===== src/rtl/core/gbw_pkg.sv =====
// Package for the Gaussian blur window: shared constants, register indexes and types.
// Depends on nothing; imported by every module in rtl/core.
package gbw_pkg;

  localparam int unsigned MaxRadius   = 3;
  localparam int unsigned MaxRow      = 1024;
  localparam int unsigned TapFracBits = 15;

  localparam int unsigned CfgIdxW  = 3;
  localparam int unsigned CfgDataW = 17;
  localparam int unsigned PixW     = 8;
  localparam int unsigned WidthW   = 10;
  localparam int unsigned TapW     = 16;
  localparam int unsigned InvW     = 17;

  typedef enum logic [CfgIdxW-1:0] {
    RegKernelRadius = 3'd0,
    RegOutWidth     = 3'd1,
    RegTapCenter    = 3'd2,
    RegTapDistOne   = 3'd3,
    RegTapDistTwo   = 3'd4,
    RegTapDistThree = 3'd5,
    RegInvKernelSum = 3'd6
  } cfg_reg_e;

  // Back end sequencer states.
  typedef enum logic [2:0] {
    StIdle, StMac, StMulLo, StMulHi, StRound, StOut
  } back_state_e;

  // Settings the back end needs to compute a result.
  typedef struct packed {
    logic [1:0]        radius;
    logic [TapW-1:0]   tap0;
    logic [TapW-1:0]   tap1;
    logic [TapW-1:0]   tap2;
    logic [TapW-1:0]   tap3;
    logic [InvW-1:0]   inv_sum;
  } arith_cfg_t;

endpackage


===== src/rtl/core/gbw_fifo.sv =====
// Short queue between the window front end and the arithmetic back end.
// Imports gbw_pkg but takes its data width only from its parameter.
module gbw_fifo #(
  parameter int unsigned DATA_W = 8
) (
  input  logic              clk_i,
  input  logic              rst_ni,
  input  logic              wr_valid_i,
  output logic              wr_ready_o,
  input  logic [DATA_W-1:0] wr_data_i,
  output logic              rd_valid_o,
  input  logic              rd_ready_i,
  output logic [DATA_W-1:0] rd_data_o
);
  import gbw_pkg::*;

  // Two-entry queue with a pointer per side.
  logic [DATA_W-1:0] mem_q [2];
  logic              wp_q, rp_q;
  logic [1:0]        cnt_q;
  logic              wr_en, rd_en;

  assign wr_ready_o = (cnt_q != 2'd2);
  assign rd_valid_o = (cnt_q != 2'd0);
  assign rd_data_o  = mem_q[rp_q];
  assign wr_en      = wr_valid_i && wr_ready_o;
  assign rd_en      = rd_valid_o && rd_ready_i;

  always_ff @(posedge clk_i or negedge rst_ni) begin
    if (!rst_ni) begin
      wp_q  <= 1'b0;
      rp_q  <= 1'b0;
      cnt_q <= '0;
    end else begin
      if (wr_en) wp_q <= ~wp_q;
      if (rd_en) rp_q <= ~rp_q;
      cnt_q <= cnt_q + 2'(wr_en) - 2'(rd_en);
    end
  end

  always_ff @(posedge clk_i) begin
    if (wr_en) mem_q[wp_q] <= wr_data_i;
  end

endmodule


===== config.mk =====
export PLATFORM = sky130hd
export DESIGN_NAME = gbw_fifo
export DESIGN_NICKNAME = d
export VERILOG_FILES = /design/src/rtl/core/gbw_pkg.sv /design/src/rtl/core/gbw_fifo.sv
export SDC_FILE = /design/constraint.sdc
export NUM_CORES = 1
export LEC_CHECK = 0
export ABC_AREA = 1
export BUFFER_PORTS_ARGS = -buffer_cell sky130_fd_sc_hd__buf_2
export CAP_MARGIN = 15
export CORE_ASPECT_RATIO = 2
export CORE_UTILIZATION = 30
export DETAILED_ROUTE_END_ITERATION = 7
export HOLD_SLACK_MARGIN = 0.15
export SKIP_CTS_REPAIR_TIMING = 1
export SYNTH_ARGS = -nofsm -noshare
export SYNTH_HDL_FRONTEND = slang
export SYNTH_SLANG_ARGS = --single-unit

===== constraint.sdc =====
create_clock -name clk_i -period 1.65 [get_ports clk_i]
set_input_delay 0.165 -clock clk_i [delete_from_list [all_inputs] [get_ports clk_i]]
set_output_delay 0.165 -clock clk_i [all_outputs]
set_load 0.005 [all_outputs]

==> metrics.md <==
| Metric | Value |
|---|---|
| CP Capture Type | `register` |
| # setup viols final | `0` |
| Max clock buf depth | `2` |
| Diodes inserted | `0` |
| Tightest Pin Transition | `0.372 ns` |
| Die span in y | `76.3 um` |
| Post-synthesis cell count | `73` |
| RSZ-0062 raised after global routing | `no` |
| Critical Path Source Type | `register` |
| RR Startpoint | `cnt_q[0]` |
| Synth top area cells | `edfxtp_1, nand2_1, dfrtp_1` |
| Worst Skew | `0.00286 ns` |
| Largest net degree at the start of global routing | `12` |
| WS Path Type | `reg2reg` |
| Setup crit start | `cnt_q[0]` |
| FMAX | `approximately 710 MHz` |
| CTS tree | `built` |
| Filler cell count in the final layout | `approximately 260` |
| WP data arrival | `1.56 ns` |
| Boundary pin count | `22` |
| DR iter-0 viols | `11` |
| CTS Buf Count | `3` |
| Layout cell share with drive strength beyond 1 | `29.9%` |
| Final Worst Setup Slack | `0.241 ns` |
| Req. time, crit path | `1.80 ns` |
| Final TNS setup | `0 ns` |
| Area added between synthesis and finish | `32.8%` |
| GRT Residual Overflow | `0` |
| DR vias/cell | `approximately 4.3` |
| DRC viols | `0` |
| Metal1 wirelength | `535 um` |
| Clk_lat worst skew | `0.25 ns` |
| Yosys top cell area share | `58.0%` |
| Clock tree root driver cell | `clkbuf_8` |
| Post-synthesis sequential area ratio | `70.1%` |
| PortBufs | `21` |
| Power density over the cells | `roughly 1500 nW/um^2` |
| Peak supply drop | `0.000887 V` |
| Status | `finished, final reports clean` |
| Gp weighted congestion | `0.629` |
| Initial Util | `32.2%` |
| Max layer used | `met4` |
| Antenna violations before repair | `0` |
| WL per Instance | `11.0 um` |
| Routed wire length on met2 | `872 um` |
| Largest area contributor in the netlist | `edfxtp_1` |
| Pre-CTS WS | `0.243 ns` |
| Most frequent cells in the layout | `nand2_1, buf_2, edfxtp_1` |
| Period utilisation layout | `between 80% and 90%` |
| Period minus WS final | `1.41 ns` |
| Unique cell type count in the Yosys netlist | `12` |
| Slew HR | `75.2%` |
| Syn_area_per_cell | `11.3 um^2` |
| H-tree levels | `1` |
| Final Hold Violating Endpoints | `0` |
| GRT Total Usage | `11.1%` |
| Worst-path clk slew | `around 0.07 ns` |
| Die W | `~40 um` |
| Pleak | `0.000524 uW` |
| Flops & latches, synth | `20` |
| HP Start | `rd_ready_i` |
| WL met3 | `40 um` |
| Syn Std Cell Area | `828 um^2` |
| Vias | `586` |
| DRT antenna net count | `0` |
| DPL Wire Length | `1090 um` |
| Drt first pass iters | `4` |
| Worst hold path type | `in2reg` |
| Syn_nets | `87` |
| Vias in the first global route | `516` |
| Max cap viols | `0` |
| Rows | `26` |
| Worst-path fanout max | `3` |
| Final nets | `about 120` |
| Core area | `2570 um^2` |
| Commonest non-fill, non-tap cell in the layout | `nand2_1` |
| Final WL | `1490 um` |
| Global-route wire length before repair | `2240 um` |
| Pins Over Slew Limit | `0` |
| Die Area | `about 3000 um^2` |
| # clock sinks | `20` |
| Yosys warns | `0` |
| Final Power | `1700 uW` |
## cell usage after synthesis
master,count
edfxtp_1,16
nand2_2,4
inv_2,1
nand2_4,1
inv_1,7
dfrtp_1,4
nand2_1,32
nand3_1,3
nor2_1,1
ha_1,2
inv_4,1
buf_6,1
## where the power goes
group | switching [uW] | leakage (uW) | internal, uW
registers | 88.0 | 0.000197 | 702
clock network | 145 | 0.0000228 | 171
logic | 344 | 0.000305 | 247
## registers in the layout, summed over array words and instances (netlist names)
register and count:
rp_q 1, wp_q 1, cnt_q 2, mem_q 16
## critical path, cell delays in order (launching register included)
cell and delay, ns:
dfrtp_1 0.39, inv_1 0.10, nand2_2 0.08, nand2_2 0.07, inv_1 0.04, ha_1 0.27, inv_1 0.05, ha_1 0.16
inv_1 0.05, nand2_1 0.05, nand2_1 0.04
## cell families after synthesis
group / share of synthesized area [%]
buffers and inverters: 5.74
AND/OR/NAND/NOR: 21.1
adder cells (fa/ha/maj): 3.02
flip-flops: 70.1
## per-stage QoR
step	std cells	hold slack, ns	instance area (um^2)	util (%)
global placement	122	-0.0221	965	37.5
CTS	126	-0.297	1010	39.3
floorplan	73	-0.131	828	-
detailed placement	122	-0.0212	965	37.5
finish	135	0.180	1100	42.8
global route	135	0.204	1100	42.8
## path summary, 6_finish.rpt
path / end / slack (ns) / depth (start not counted)
worst max-delay path: cnt_q[1] / 0.24 / 10
worst min-delay path: rp_q / 0.18 / 3
worst max register to register: cnt_q[1] / 0.24 / 10
worst min register to register: wp_q / 0.49 / 2
max in group asynchronous: rp_q / 1.27 / 2
min in group asynchronous: wp_q / 0.25 / 2
## routing by layer
metal | vias up | track usage (%)
li1 | 300 | -
met4 | 0 | 9.31
met2 | 13 | 18.3
met3 | 4 | 1.46
met5 | - | 0
met1 | 269 | 11.1
## cell type report
cell class                 instances  area [um^2]  share of cell area (%)
timing repair buffer              31          203                    18.4
sequential                        20          581                    52.8
clock buffer                       4         45.0                    4.10
tap                               28         35.0                    3.19
inverter                           9         36.3                    3.30
multi-input combinational         43          200                    18.2
No activity file was read; power rests on OpenSTA's default activity.
