==> src/rtl/core/gbw_pkg.sv <==
// Package for the Gaussian blur window: shared constants, register indexes and types.
// Depends on nothing; imported by every module in rtl/core.
package gbw_pkg;

  localparam int unsigned MaxRadius   = 3;
  localparam int unsigned MaxRow      = 1024;
  localparam int unsigned TapFracBits = 15;

  localparam int unsigned CfgIdxW  = 3;
  localparam int unsigned CfgDataW = 17;
  localparam int unsigned PixW     = 8;
  localparam int unsigned WidthW   = 10;
  localparam int unsigned TapW     = 16;
  localparam int unsigned InvW     = 17;

  typedef enum logic [CfgIdxW-1:0] {
    RegKernelRadius = 3'd0,
    RegOutWidth     = 3'd1,
    RegTapCenter    = 3'd2,
    RegTapDistOne   = 3'd3,
    RegTapDistTwo   = 3'd4,
    RegTapDistThree = 3'd5,
    RegInvKernelSum = 3'd6
  } cfg_reg_e;

  // Back end sequencer states.
  typedef enum logic [2:0] {
    StIdle, StMac, StMulLo, StMulHi, StRound, StOut
  } back_state_e;

  // Settings the back end needs to compute a result.
  typedef struct packed {
    logic [1:0]        radius;
    logic [TapW-1:0]   tap0;
    logic [TapW-1:0]   tap1;
    logic [TapW-1:0]   tap2;
    logic [TapW-1:0]   tap3;
    logic [InvW-1:0]   inv_sum;
  } arith_cfg_t;

endpackage

==> src/rtl/core/gbw_back.sv <==
// Back end of the Gaussian blur window: weighted window sum, scaling and rounding.
// Depends on gbw_pkg. One multiply-accumulate per window element, then normalization.
module gbw_back #(
  parameter int unsigned MAX_RADIUS    = gbw_pkg::MaxRadius,
  parameter int unsigned TAP_FRAC_BITS = gbw_pkg::TapFracBits
) (
  input  logic                    clk_i,
  input  logic                    rst_ni,
  input  gbw_pkg::arith_cfg_t     cfg_i,
  input  logic                    in_valid_i,
  output logic                    in_ready_o,
  input  logic [(2*MAX_RADIUS+1)*(2*MAX_RADIUS+1)*gbw_pkg::PixW-1:0] win_i,
  input  logic                    last_i,
  output logic                    m_axis_tvalid,
  input  logic                    m_axis_tready,
  output logic [gbw_pkg::PixW-1:0] pix_o,
  output logic                    last_o
);
  import gbw_pkg::*;

  localparam int unsigned Dim   = 2 * MAX_RADIUS + 1;
  localparam int unsigned Cells = Dim * Dim;
  localparam int unsigned IdxW  = $clog2(Dim);
  localparam int unsigned RadW  = $clog2(MAX_RADIUS + 1);
  localparam int unsigned SumW  = PixW + 2 * TapW + $clog2(Cells);
  localparam int unsigned Shift = 2 * TAP_FRAC_BITS + 16;
  localparam int unsigned ProdW = SumW + InvW;

  back_state_e       st_q, st_d;
  logic [IdxW-1:0]   i_q, j_q;
  logic [SumW-1:0]   sum_q;
  logic [ProdW-1:0]  acc_q;
  logic [PixW-1:0]   res_q;
  logic              last_q;
  logic [TapW-1:0]   ta_q;
  logic [PixW+TapW-1:0] pa_q;
  logic              pa_v_q;
  logic [RadW-1:0]   r_eff;
  logic [IdxW-1:0]   dmax;

  always_comb begin
    if (cfg_i.radius > 2'(MAX_RADIUS)) r_eff = RadW'(MAX_RADIUS);
    else r_eff = RadW'(cfg_i.radius);
    dmax = IdxW'({r_eff, 1'b0});
  end

  function automatic logic [TapW-1:0] tap_at(input logic [IdxW-1:0] k,
                                             input logic [RadW-1:0] r,
                                             input arith_cfg_t c);
    logic [IdxW:0] d;
    begin
      d = (k > IdxW'(r)) ? {1'b0, k} - (IdxW+1)'(r) : (IdxW+1)'(r) - {1'b0, k};
      unique case (d)
        (IdxW+1)'(0): tap_at = c.tap0;
        (IdxW+1)'(1): tap_at = c.tap1;
        (IdxW+1)'(2): tap_at = c.tap2;
        (IdxW+1)'(3): tap_at = c.tap3;
        default:      tap_at = '0;
      endcase
    end
  endfunction

  // Next state.
  logic mac_done;
  assign mac_done = (i_q == dmax) && (j_q == dmax);
  always_comb begin
    st_d = st_q;
    unique case (st_q)
      StIdle:  if (in_valid_i) st_d = StMac;
      StMac:   if (mac_done) st_d = StMulLo;
      StMulLo: st_d = StMulHi;
      StMulHi: st_d = StRound;
      StRound: st_d = StOut;
      StOut:   if (m_axis_tready) st_d = StIdle;
      default: st_d = StIdle;
    endcase
  end

  // Outputs. The window stays at the queue head until its last element is used.
  always_comb begin
    in_ready_o    = (st_q == StMulLo);
    m_axis_tvalid = (st_q == StOut);
  end
  assign pix_o  = res_q;
  assign last_o = last_q;

  // Two multipliers in series: pixel times column tap, then times row tap.
  logic [TapW-1:0] tb;
  logic [PixW-1:0] cur;
  logic [SumW-1:0] term;
  assign tb  = tap_at(j_q, r_eff, cfg_i);
  assign cur = win_i[(int'(i_q) * Dim + int'(j_q)) * PixW +: PixW];
  assign term = SumW'(pa_q) * SumW'(ta_q);

  logic [ProdW-1:0] rnd;
  logic [ProdW-1:0] rsh;
  assign rnd = acc_q + (ProdW'(1) << (Shift - 1));
  assign rsh = rnd >> Shift;

  always_ff @(posedge clk_i or negedge rst_ni) begin
    if (!rst_ni) st_q <= StIdle;
    else st_q <= st_d;
  end

  always_ff @(posedge clk_i) begin
    unique case (st_q)
      StIdle: begin
        last_q <= last_i;
        i_q    <= '0;
        j_q    <= '0;
        sum_q  <= '0;
        pa_v_q <= 1'b0;
      end
      StMac: begin
        pa_q   <= PixW'(cur) * tb;
        ta_q   <= tap_at(i_q, r_eff, cfg_i);
        pa_v_q <= 1'b1;
        if (pa_v_q) sum_q <= sum_q + term;
        if (j_q == dmax) begin
          j_q <= '0;
          i_q <= i_q + IdxW'(1);
        end else begin
          j_q <= j_q + IdxW'(1);
        end
      end
      StMulLo: begin
        sum_q  <= sum_q + term;
      end
      StMulHi: begin
        acc_q <= ProdW'(sum_q[SumW/2-1:0]) * ProdW'(cfg_i.inv_sum)
               + ((ProdW'(sum_q[SumW-1:SumW/2]) * ProdW'(cfg_i.inv_sum)) << (SumW/2));
      end
      StRound: begin
        res_q <= (rsh > ProdW'(255)) ? 8'hFF : rsh[PixW-1:0];
      end
      StOut: ;
      default: ;
    endcase
  end

endmodule

==> config.mk <==
export PLATFORM = sky130hd
export DESIGN_NAME = gbw_back
export DESIGN_NICKNAME = d
export VERILOG_FILES = /design/src/rtl/core/gbw_pkg.sv /design/src/rtl/core/gbw_back.sv
export SDC_FILE = /design/constraint.sdc
export NUM_CORES = 2
export LEC_CHECK = 0
export ABC_AREA = 1
export BUFFER_PORTS_ARGS = -buffer_cell sky130_fd_sc_hd__clkbuf_2
export CAP_MARGIN = 25
export CORE_AREA = 10 10 345 347
export CTS_CLUSTER_DIAMETER = 80
export DETAILED_ROUTE_END_ITERATION = 16
export DIE_AREA = 0 0 355 357
export GPL_ROUTABILITY_DRIVEN = 0
export PLACE_DENSITY_LB_ADDON = 0.12
export SETUP_SLACK_MARGIN = 0.15
export SLEW_MARGIN = 20
export SYNTH_ARGS = -nofsm -noshare
export SYNTH_HDL_FRONTEND = slang
export SYNTH_SLANG_ARGS = --single-unit
==> constraint.sdc <==
create_clock -name clk_i -period 10.35 [get_ports clk_i]
set_input_delay 1.035 -clock clk_i [delete_from_list [all_inputs] [get_ports clk_i]]
set_output_delay 1.035 -clock clk_i [all_outputs]
set_load 0.03 [all_outputs]
==> flow_summary_export.csv <==
group,metric,value,unit
outcome,status,"complete, no violations",
floorplanning,rows,123,
sta,fmax,0.1157,GHz
synth,synthXorXnorAreaFrac,0.008958,
sta,setup_ws,1.710,ns
synth,syn_inst,7547,
clock_tree,cts_tree,"built",
sta,setup_viol,0,
floorplanning,pin_count,491,
synth,synth_area,55590,µm²
routing,vias_per_cell,5.328,
floorplanning,core_area,112000,µm²
final_layout,final_common_cell,"nand2_1",
global_route,grt_max_degree,99,
worst_setup_path,critical_path.startpoint,"i_q[0]$_SDFFCE_PN0P_",
floorplanning,initial_core_util,0.4962,
global_route,grt_usage,0.2984,
min_path,hold_class,"primary input to asynchronous set/reset pin",
final_layout,final_cell_mix,"nand2_1 (2122), inv_1 (2047), fa_1 (1081)",
sta,slew_headroom,0.2514,
clock_tree,cts_hold_buffers,0,
routing,drtIter0Drc,3694,
sta,maxSlewViolCount,0,
sta,finalHoldViolCount,0,
sta,finalCritPeriodShare,0.8348,
clock_tree,cts_inserted_buffers,17,
placement,port_buffers,490,
worst_setup_path,cp_data_required_time,10.57,ns
synth,ys_async_sr_fraction,0.02439,
synth,synth_top_cell_by_area,"fa_1",
synth,synth_edf_count,120,
worst_setup_path,cp.arrival,8.86,ns
routing,drc,0,
sta,worst_pin_slew,1.123,ns
global_route,gr-total-overflow,0,
routing,vias,49490,
placement,dpl.hpwl,157.3,mm
final_layout,final_core_util,0.5338,
final_layout,ff_latch_area,3679,µm²
synth,synth_top_family_by_area,"adder cells",
clock_tree,cts_htree_levels,4,
synth,synth_compound_area_frac,0.08110,
worst_setup_path,crit_path_end_kind,"flip-flop",
synth,synth_fp_nets,9540,
flow_run,maxCapViolCount,0,
worst_setup_path,crit_path_start_kind,"flip-flop",
routing,wl_per_cell,20.25,µm
final_layout,nets,9764,
synth,synth_fa_ha_area_frac,0.4867,
synth,synth_top_area_share,0.3897,
worst_setup_path,reg2regPathDepth,27,
worst_setup_path,rr_startpoint,"i_q[0]$_SDFFCE_PN0P_",
worst_setup_path,cp_max_fo,75,
routing,drt-pass1-iter-count,6,
floorplanning,die_w,355,µm
synth,synth_flop_cell,"edfxtp_1",
synth,yosysSeqAreaShare,0.06617,
routing,drtAntennaViolNets,0,
final_layout,multi_input_area,42740,µm²
synth,syn_avg_cell_area,7.366,µm²
global_route,antenna_found_initial,7,
floorplanning,die_h,357,µm
worst_setup_path,critPathKind,"flip-flop to flip-flop",
synth,synth-seq-cells,123,
worst_setup_path,r2r_slack,1.71,ns
clock_tree,clkSinkCount,123,
clock_tree,clk_pin_slew_worst_paths,0.07,ns
sta,rsz0062_at_grt,"no",
final_layout,area_growth,7.597,%
clock_tree,cts_setup_buffers,0,
final_layout,drive_gt1_frac,0.08556,
worst_setup_path,reg2reg_to,"pa_q[23]$_DFFE_PP_",
clock_tree,cts_root_buf,"clkbuf_16",
floorplanning,die-area,126700,µm²
synth,netlist_top_cells_area,"fa_1 (39%), nand2_1 (14%), inv_1 (14%), ha_1 (9.7%), edfxtp_1 (6.5%)",
sta,fin_tns_setup,0,ns
synth,synthSimpleGateAreaFrac,0.1909,
global_route,grt_pass1_vias,51860,
sta,skew,0.01834,ns
clock_tree,cts_resized,0,
sta,period_minus_slack,8.640,ns
clock_tree,worstSkewPairLatency,0.49,ns
synth,synthMuxAreaShare,0.0002026,
placement,post-place-ws,1.493,ns
routing,postRouteWirelength,188.1,mm
synth,ys_types,61,
synth,ys_warn_count,0,
clock_tree,cts.path.max_buffers,2,
worst_setup_path,endpoint,"pa_q[23]$_DFFE_PP_",
global_route,grt_pass1_wl,295.2,mm
final_layout,nFillCells,11070,
[cell usage after synthesis, types with 52 or more instances]
library cell	n
edfxtp_1	120
nand3_1	167
nand2_1	2123
clkbuf_1	232
inv_1	2047
buf_1	55
ha_1	431
nor2_1	307
buf_2	52
o21ai_0	103
a21oi_1	352
fa_1	1082
[cell families (layout without fill, tap and decap cells)]
family,count (synthesis),after routing
AO/OA/AOI/OAI,735,735
XOR/XNOR,56,56
adder cells (fa/ha/maj),1513,1513
buffers and inverters,2423,2660
flip-flops,123,123
multiplexers,1,1
other,0,4
AND/OR/NAND/NOR,2696,2696
[worst min-delay path by stage]
| stage | depth (start not counted) | slack [ns] | startpoint | end |
|---|---|---|---|---|
| 6_report | 1 | 0.34 | rst_ni | st_q[2]$_DFFE_PN0P_ |
| 5_1_grt | 1 | 0.34 | rst_ni | st_q[1]$_DFFE_PN0P_ |
| 4_1_cts | 1 | 0.31 | rst_ni | st_q[2]$_DFFE_PN0P_ |
| 3_5_place_dp | 2 | 0.63 | st_q[2]$_DFFE_PN0P_ | st_q[2]$_DFFE_PN0P_ |
| 3_3_place_gp | 2 | 0.64 | st_q[2]$_DFFE_PN0P_ | st_q[2]$_DFFE_PN0P_ |
| 2_1_floorplan | 2 | 0.56 | st_q[2]$_DFFE_PN0P_ | st_q[2]$_DFFE_PN0P_ |
[worst max-delay path: stages, from the launching register on]
cell and delay, ns:
edfxtp_1 0.54, fa_1 0.59, inv_1 0.05, fa_1 0.52, fa_4 0.66, buf_12 0.23, o311ai_0 0.70, nand3_1 0.15
nand3_1 0.15, nand2_1 0.28, inv_2 0.32, nand2_1 0.13, fa_1 0.56, inv_1 0.05, fa_1 0.53, inv_1 0.05
fa_1 0.45, fa_1 0.49, inv_1 0.04, ha_1 0.34, nand2_1 0.08, nor4_1 0.47, nand3_1 0.13, o211ai_1 0.40
a21oi_1 0.12, nor2_1 0.10, nor2_1 0.06, xor2_1 0.13
[state kept, by name, indices dropped and copies added, names as in the netlist]
| register | cells |
|---|---|
| pa_q | 24 |
| pa_v_q | 1 |
| ta_q | 16 |
| last_o | 1 |
| st_q | 3 |
| acc_q | 18 |
| pix_o | 8 |
| j_q | 3 |
| i_q | 3 |
| sum_q | 46 |
[per-stage QoR]
stage | cells | area [µm²] | hold WS (ns)
2_1_floorplan | 7547 | 55590 | 0.5558
3_3_place_gp | 9239 | 58990 | 0.6436
3_5_place_dp | 9241 | 59030 | 0.6292
4_1_cts | 9273 | 59630 | 0.3070
5_1_grt | 9286 | 59810 | 0.3354
6_report | 9288 | 59810 | 0.3433
[per-layer routing]
| layer | GRT usage | vias up | part of all wire |
|---|---|---|---|
| met5 | 0 | - | 0.00014 |
| met4 | 0.1301 | 4 | 0.052 |
| met3 | 0.04776 | 355 | 0.075 |
| met2 | 0.5006 | 2052 | 0.47 |
| met1 | 0.3797 | 24470 | 0.40 |
| li1 | - | 22610 | - |
[area by class of cell]
class                   count  share of cell area
diodes                      4           0.0001674
multi-input cells        5001              0.7146
inverters                2067              0.1299
clock buffers              17            0.007113
flip-flops and latches    123             0.06150
clock inverters            15            0.002929
well taps                1500             0.03138
repair buffers            561             0.05240
Power is left out: the tool's default activity adds up to more than one toggle a clock period on the data nets, which glitch-free logic cannot reach.
